## src/sv/append_only_key_value_table_defines.svh

```systemverilog
// Assertion macros used by the table's controller RTL (aokvt_ctrl).
`ifndef APPEND_ONLY_KEY_VALUE_TABLE_DEFINES_SVH
`define APPEND_ONLY_KEY_VALUE_TABLE_DEFINES_SVH

// Check cons in the same cycle as ante.
`define AOKVT_ASSERT_NOW(label, ante, cons, msg) \
    label: assert property (@(posedge i_clk) disable iff (!i_rst_n) \
        (ante) |-> (cons)) else $error(msg);

// Check cons in the cycle after ante.
`define AOKVT_ASSERT_NEXT(label, ante, cons, msg) \
    label: assert property (@(posedge i_clk) disable iff (!i_rst_n) \
        (ante) |=> (cons)) else $error(msg);

`endif

```

## src/sv/aokvt_pkg.sv

```systemverilog
// Package with field widths, opcodes, status codes and defaults of the table.
package aokvt_pkg;

    localparam int DEF_TABLE_DEPTH = 1024;
    localparam int DEF_KEY_BITS    = 32;
    localparam int DEF_VALUE_BITS  = 32;

    localparam int OPCODE_W = 2;
    localparam int KEY_W    = 32;
    localparam int VALUE_W  = 32;
    localparam int INDEX_W  = 10;
    localparam int STATUS_W = 2;

    typedef logic [OPCODE_W-1:0] t_opcode;
    typedef logic [STATUS_W-1:0] t_status;

    localparam t_opcode OP_APPEND = 2'd0;
    localparam t_opcode OP_FIND   = 2'd1;
    localparam t_opcode OP_READ   = 2'd2;

    localparam t_status STS_OK        = 2'd0;
    localparam t_status STS_NOT_FOUND = 2'd1;
    localparam t_status STS_FULL      = 2'd2;
    localparam t_status STS_UNWRITTEN = 2'd3;

endpackage

```

## src/sv/aokvt_ctrl.sv

```systemverilog
// Sequencer with the shared masked key comparator and the result register.
`include "append_only_key_value_table_defines.svh"

module aokvt_ctrl
    import aokvt_pkg::*;
#(
    parameter int TABLE_DEPTH = DEF_TABLE_DEPTH,
    parameter int KEY_BITS    = DEF_KEY_BITS,
    parameter int VALUE_BITS  = DEF_VALUE_BITS,
    localparam int AW = $clog2(TABLE_DEPTH)
) (
    input  logic                  i_clk,
    input  logic                  i_rst_n,
    input  logic                  i_valid,
    output logic                  o_stall,
    input  t_opcode               i_opcode,
    input  logic [KEY_BITS-1:0]   i_key,
    input  logic [INDEX_W-1:0]    i_entry_index,
    input  logic [KEY_BITS-1:0]   i_mask,
    output logic                  o_wr_en,
    output logic [AW-1:0]         o_wr_addr,
    output logic [AW-1:0]         o_key_raddr,
    output logic [AW-1:0]         o_val_raddr,
    input  logic [KEY_BITS-1:0]   i_key_rdata,
    input  logic [VALUE_BITS-1:0] i_val_rdata,
    input  logic                  i_out_stall,
    output logic                  o_out_valid,
    output t_status               o_status,
    output logic [AW-1:0]         o_index,
    output logic [VALUE_BITS-1:0] o_value
);

    localparam int CW = $clog2(TABLE_DEPTH + 1);
    localparam int IW = (CW > INDEX_W) ? CW : INDEX_W;

    localparam logic [1:0] ST_IDLE   = 2'd0;
    localparam logic [1:0] ST_SCAN   = 2'd1;
    localparam logic [1:0] ST_RDWAIT = 2'd2;
    localparam logic [1:0] ST_FIN    = 2'd3;

    logic [1:0]            r_state, n_state;
    logic [CW-1:0]         r_count, n_count;
    logic [AW-1:0]         r_scan, n_scan;
    logic [KEY_BITS-1:0]   r_key, n_key;
    t_status               r_res_status, n_res_status;
    logic [AW-1:0]         r_res_index, n_res_index;
    logic [VALUE_BITS-1:0] r_res_value, n_res_value;
    logic                  r_out_valid, n_out_valid;
    t_status               r_status, n_status;
    logic [AW-1:0]         r_index, n_index;
    logic [VALUE_BITS-1:0] r_value, n_value;

    logic [IW-1:0] idx_w;
    logic [IW-1:0] cnt_w;
    logic          idx_ok;
    logic          full;
    logic          match;
    logic [CW-1:0] scan_nxt;
    logic          wr_en;

    assign idx_w    = IW'(i_entry_index);
    assign cnt_w    = IW'(r_count);
    assign idx_ok   = idx_w < cnt_w;
    assign full     = r_count == CW'(TABLE_DEPTH);
    assign match    = ((i_key_rdata ^ r_key) & i_mask) == '0;
    assign scan_nxt = CW'(r_scan) + CW'(1);

    always_comb begin
        n_state      = r_state;
        n_count      = r_count;
        n_scan       = r_scan;
        n_key        = r_key;
        n_res_status = r_res_status;
        n_res_index  = r_res_index;
        n_res_value  = r_res_value;
        n_out_valid  = r_out_valid;
        n_status     = r_status;
        n_index      = r_index;
        n_value      = r_value;
        wr_en        = 1'b0;

        if (r_out_valid && !i_out_stall) begin
            n_out_valid = 1'b0;
        end

        case (r_state)
            ST_IDLE: begin
                if (i_valid) begin
                    n_key        = i_key;
                    n_res_status = STS_OK;
                    n_res_index  = '0;
                    n_res_value  = '0;
                    n_state      = ST_FIN;
                    case (i_opcode)
                        OP_APPEND: begin
                            if (full) begin
                                n_res_status = STS_FULL;
                            end else begin
                                wr_en       = 1'b1;
                                n_res_index = r_count[AW-1:0];
                                n_count     = r_count + CW'(1);
                            end
                        end
                        OP_FIND: begin
                            if (r_count == '0) begin
                                n_res_status = STS_NOT_FOUND;
                            end else begin
                                n_scan  = '0;
                                n_state = ST_SCAN;
                            end
                        end
                        default: begin
                            if (idx_ok) begin
                                n_state = ST_RDWAIT;
                            end else begin
                                n_res_status = STS_UNWRITTEN;
                            end
                        end
                    endcase
                end
            end
            ST_SCAN: begin
                if (match) begin
                    n_res_index = r_scan;
                    n_state     = ST_FIN;
                end else if (scan_nxt == r_count) begin
                    n_res_status = STS_NOT_FOUND;
                    n_state      = ST_FIN;
                end else begin
                    n_scan = scan_nxt[AW-1:0];
                end
            end
            ST_RDWAIT: begin
                n_res_value = i_val_rdata;
                n_state     = ST_FIN;
            end
            default: begin
                if (!r_out_valid || !i_out_stall) begin
                    n_out_valid = 1'b1;
                    n_status    = r_res_status;
                    n_index     = r_res_index;
                    n_value     = r_res_value;
                    n_state     = ST_IDLE;
                end
            end
        endcase
    end

    always_ff @(posedge i_clk) begin
        if (!i_rst_n) begin
            r_state     <= ST_IDLE;
            r_count     <= '0;
            r_out_valid <= 1'b0;
        end else begin
            r_state     <= n_state;
            r_count     <= n_count;
            r_out_valid <= n_out_valid;
        end
        r_scan       <= n_scan;
        r_key        <= n_key;
        r_res_status <= n_res_status;
        r_res_index  <= n_res_index;
        r_res_value  <= n_res_value;
        r_status     <= n_status;
        r_index      <= n_index;
        r_value      <= n_value;
    end

    assign o_stall     = r_state != ST_IDLE;
    assign o_wr_en     = wr_en;
    assign o_wr_addr   = r_count[AW-1:0];
    assign o_key_raddr = (r_state == ST_SCAN) ? scan_nxt[AW-1:0] : '0;
    assign o_val_raddr = idx_w[AW-1:0];
    assign o_out_valid = r_out_valid;
    assign o_status    = r_status;
    assign o_index     = r_index;
    assign o_value     = r_value;

    `AOKVT_ASSERT_NOW(a_count_bound, 1'b1, r_count <= CW'(TABLE_DEPTH), "entry count past depth")
    `AOKVT_ASSERT_NEXT(a_append_grows, (r_state == ST_IDLE) && i_valid && (i_opcode == OP_APPEND) && !full, r_count == CW'($past(r_count) + CW'(1)), "append did not grow count")
    `AOKVT_ASSERT_NOW(a_scan_in_range, r_state == ST_SCAN, CW'(r_scan) < r_count, "scan beyond stored entries")
    `AOKVT_ASSERT_NEXT(a_count_stable_busy, r_state != ST_IDLE, r_count == $past(r_count), "count changed while busy")

endmodule

```

## config.mk

```make
export PLATFORM = sky130hd
export DESIGN_NAME = aokvt_ctrl
export DESIGN_NICKNAME = d
export VERILOG_FILES = /design/src/sv/aokvt_pkg.sv /design/src/sv/aokvt_ctrl.sv
export VERILOG_INCLUDE_DIRS = /design/src /design/src/sv
export SDC_FILE = /design/constraint.sdc
export NUM_CORES = 1
export LEC_CHECK = 0
export BUFFER_PORTS_ARGS = -buffer_cell sky130_fd_sc_hd__buf_4
export CAP_MARGIN = 20
export CORE_MARGIN = 1
export CORE_UTILIZATION = 50
export DETAILED_ROUTE_END_ITERATION = 7
export GPL_TIMING_DRIVEN = 0
export PLACE_DENSITY = 0.8
export REMOVE_ABC_BUFFERS = 1
export SYNTH_ARGS = -nofsm -noshare
export SYNTH_HDL_FRONTEND = slang
export SYNTH_SLANG_ARGS = --single-unit
export TNS_END_PERCENT = 30
```

## constraint.sdc

```tcl
create_clock -name i_clk -period 7.7 [get_ports i_clk]
set_clock_uncertainty 0.05 [all_clocks]
set_input_delay 2.31 -clock i_clk [delete_from_list [all_inputs] [get_ports i_clk]]
set_output_delay 2.31 -clock i_clk [all_outputs]
set_load 0.005 [all_outputs]
```

==> reports/results.ini <==
[status]
outcome=completed

[yosys]
ys_seq_area_share_pct=65.1
synthCells=482
synth.avg_cell_area_um2=13.3
synth.distinct_cells=49
synth_top_area_cell=edfxtp_1
synthTopCellsByArea=edfxtp_1, xor2_1, dfxtp_1
synth_edf_count=130
yosysWarnings=0
synth_flop_cell=edfxtp_1
synth_area_um2=6430
async_flop_share_pct=0
synth_top_area_share_pct=60.7
synth_seq_cells=144

[placed_design]
gp_congestion=0.915
place_ws_ps=1630
io_buffers=220
place_hpwl_um=11200
dpl.cell_count=838

[hold_path]
worstHoldEndpoint=o_value[17]
hold_class=flip-flop to flip-flop
holdPathStages=0
hold_start=r_res_value[17]

[run]
drv_cap=0

[clock_tree]
post_cts_buffers=0
clockBufferDepth=2
cts_root_buffer=clkbuf_16
clkLatencyLatePin_ps=420
cts-buffers-inserted=17
cts_tree=yes
clk_pin_slew_ps=60
clkSinkCount=144
htree_levels=4
cts_resized=0
cts-hold-fix-buffers=0

[detailed_routing]
vias=4418
wirelength_um=14500
drtPass1Iterations=4
routedWlPerCell_um=16.6
drt_iter0_drc=289
viasPerCell=5.07
drc_errors=0
postRouteAntennaNets=0

[grt]
antenna_found_initial=0
grt_pass1_wl_um=22500
grt-ovfl-total=0
grt_pass1_vias=4474
grt_max_degree=38
grtUsageTotal_pct=22.8

[finish]
diodes=0
final_util_pct=69.0
drive_above_1_share_pct=37.1
syn_to_final_growth_pct=34.8
layout.nets=846
final_common_cell=buf_4
fill_cells=909
final_cell_mix=buf_4, edfxtp_1, and2_1, xor2_1, nand2_1
final-instance-count-excl-fill=871

[power]
p_leak_nw=3.48
powerDensity_nw_per_um2=281
peakVddDrop_mv=0.147

[critical_path]
reg2reg_slack_ps=4860
regToRegEndpoint=r_scan[1]
r2r_start=r_scan[2]
crit_type=primary input to primary output
critPathLaunchType=primary input
crit_path_end_kind=primary output
worstPathArrival_ps=3710
worstPathRequired_ps=5340
path_max_fanout=9
rr_worst_depth=8

[floorplan]
die_w_um=115
std_cell_rows=41
die_y_um=115
coreArea_um2=12600
start_util_pct=51.2
dieArea_um2=13300
ioPinCount=221

[sta]
hold_viol=0
rsz0062_at_grt=no
maxSlewViolCount=0
setup_violations=0
setup_ws_ps=1630
relSlewSlack_pct=29.0
timing.setup.tns_ps=0
min_period_ps=6070
tightest_slew_ps=1070
timing.fmax_mhz=165
period_share_pct=78.8

==> cell families after synthesis <==
family	after synthesis	synth area share, %
buf+inv	57	4.79
fa+ha+maj	16	3.11
mux	2	0.311
flops	144	65.1
xor+xnor	57	7.76
compound gates	65	7.18
simple gates	141	11.8
==> cell type report <==
type	count	area, um^2	area share [%]
timing repair buffer	223	1700	19.6
inverter	19	71.3	0.822
clock buffer	20	437	5.04
tap	172	215	2.48
sequential	144	4180	48.2
clock inverter	12	111	1.28
multi-input combinational	281	1950	22.5
==> synthesized netlist by cell type, types with 6 or more instances <==
library cell / instances
buf_4: 21
dfxtp_1: 14
nand2_1: 33
o21ai_0: 11
clkbuf_1: 10
xor2_1: 36
nor2_1: 22
edfxtp_1: 130
nor3_1: 8
nand3_1: 9
ha_1: 16
buf_2: 6
inv_1: 19
and2_1: 39
a22oi_1: 16
a21oi_1: 12
nand4_1: 9
xnor2_1: 21
==> report_power, final <==
| part | internal (mW) | switching (mW) | total (mW) | leakage (nW) |
|---|---|---|---|---|
| Clock | 0.445 | 0.310 | 0.755 | 0.251 |
| Combinational | 0.228 | 0.275 | 0.502 | 1.88 |
| Sequential | 1.11 | 0.0735 | 1.18 | 1.35 |
==> state kept, by name, summed over array words and instances, names as in the netlist <==
signal / cells
r_res_value: 32
cnt_w: 11
r_scan: 10
o_out_valid: 1
r_state: 2
o_index: 10
r_key: 32
o_status: 2
o_value: 32
r_res_status: 2
r_res_index: 10
==> how the worst max path moves through the flow <==
stage / startpoint / end / slack, ps / cells after the start
after floorplan: i_out_stall / o_index[0] / 1620 / 1
after global placement: i_out_stall / o_value[31] / 370 / 2
after detailed placement: i_valid / o_wr_en / 1630 / 4
after CTS: i_opcode[0] / o_wr_en / 1620 / 5
after global routing: i_valid / o_wr_en / 1510 / 4
final: i_opcode[0] / o_wr_en / 1630 / 5
==> metal layers <==
metal | vias up | share of wire (%) | routed length, um | GRT usage (%)
met2 | 184 | 50 | 7280 | 38.4
met1 | 2078 | 40 | 5750 | 26.9
met3 | 27 | 7.6 | 1100 | 7.22
met4 | 0 | 2.2 | 323 | 10.3
li1 | 2129 | - | - | -
met5 | - | 0 | 0 | 0
==> stage by stage <==
stage               hold WS, ps  power (mW)  instance area [um^2]
floorplan                   350        1.46                  6190
global placement            351        1.67                  8060
global route                371        2.56                  8670
finish                      367        2.44                  8670
detailed placement          355        1.70                  8120
CTS                         367        2.46                  8660
==> worst max-delay path, cell delays in order <==
cell	delay (ps)
buf_4	120
or2_0	350
a41oi_4	390
and2_1	360
buf_4	170
No activity file was read; power rests on OpenSTA's default activity.
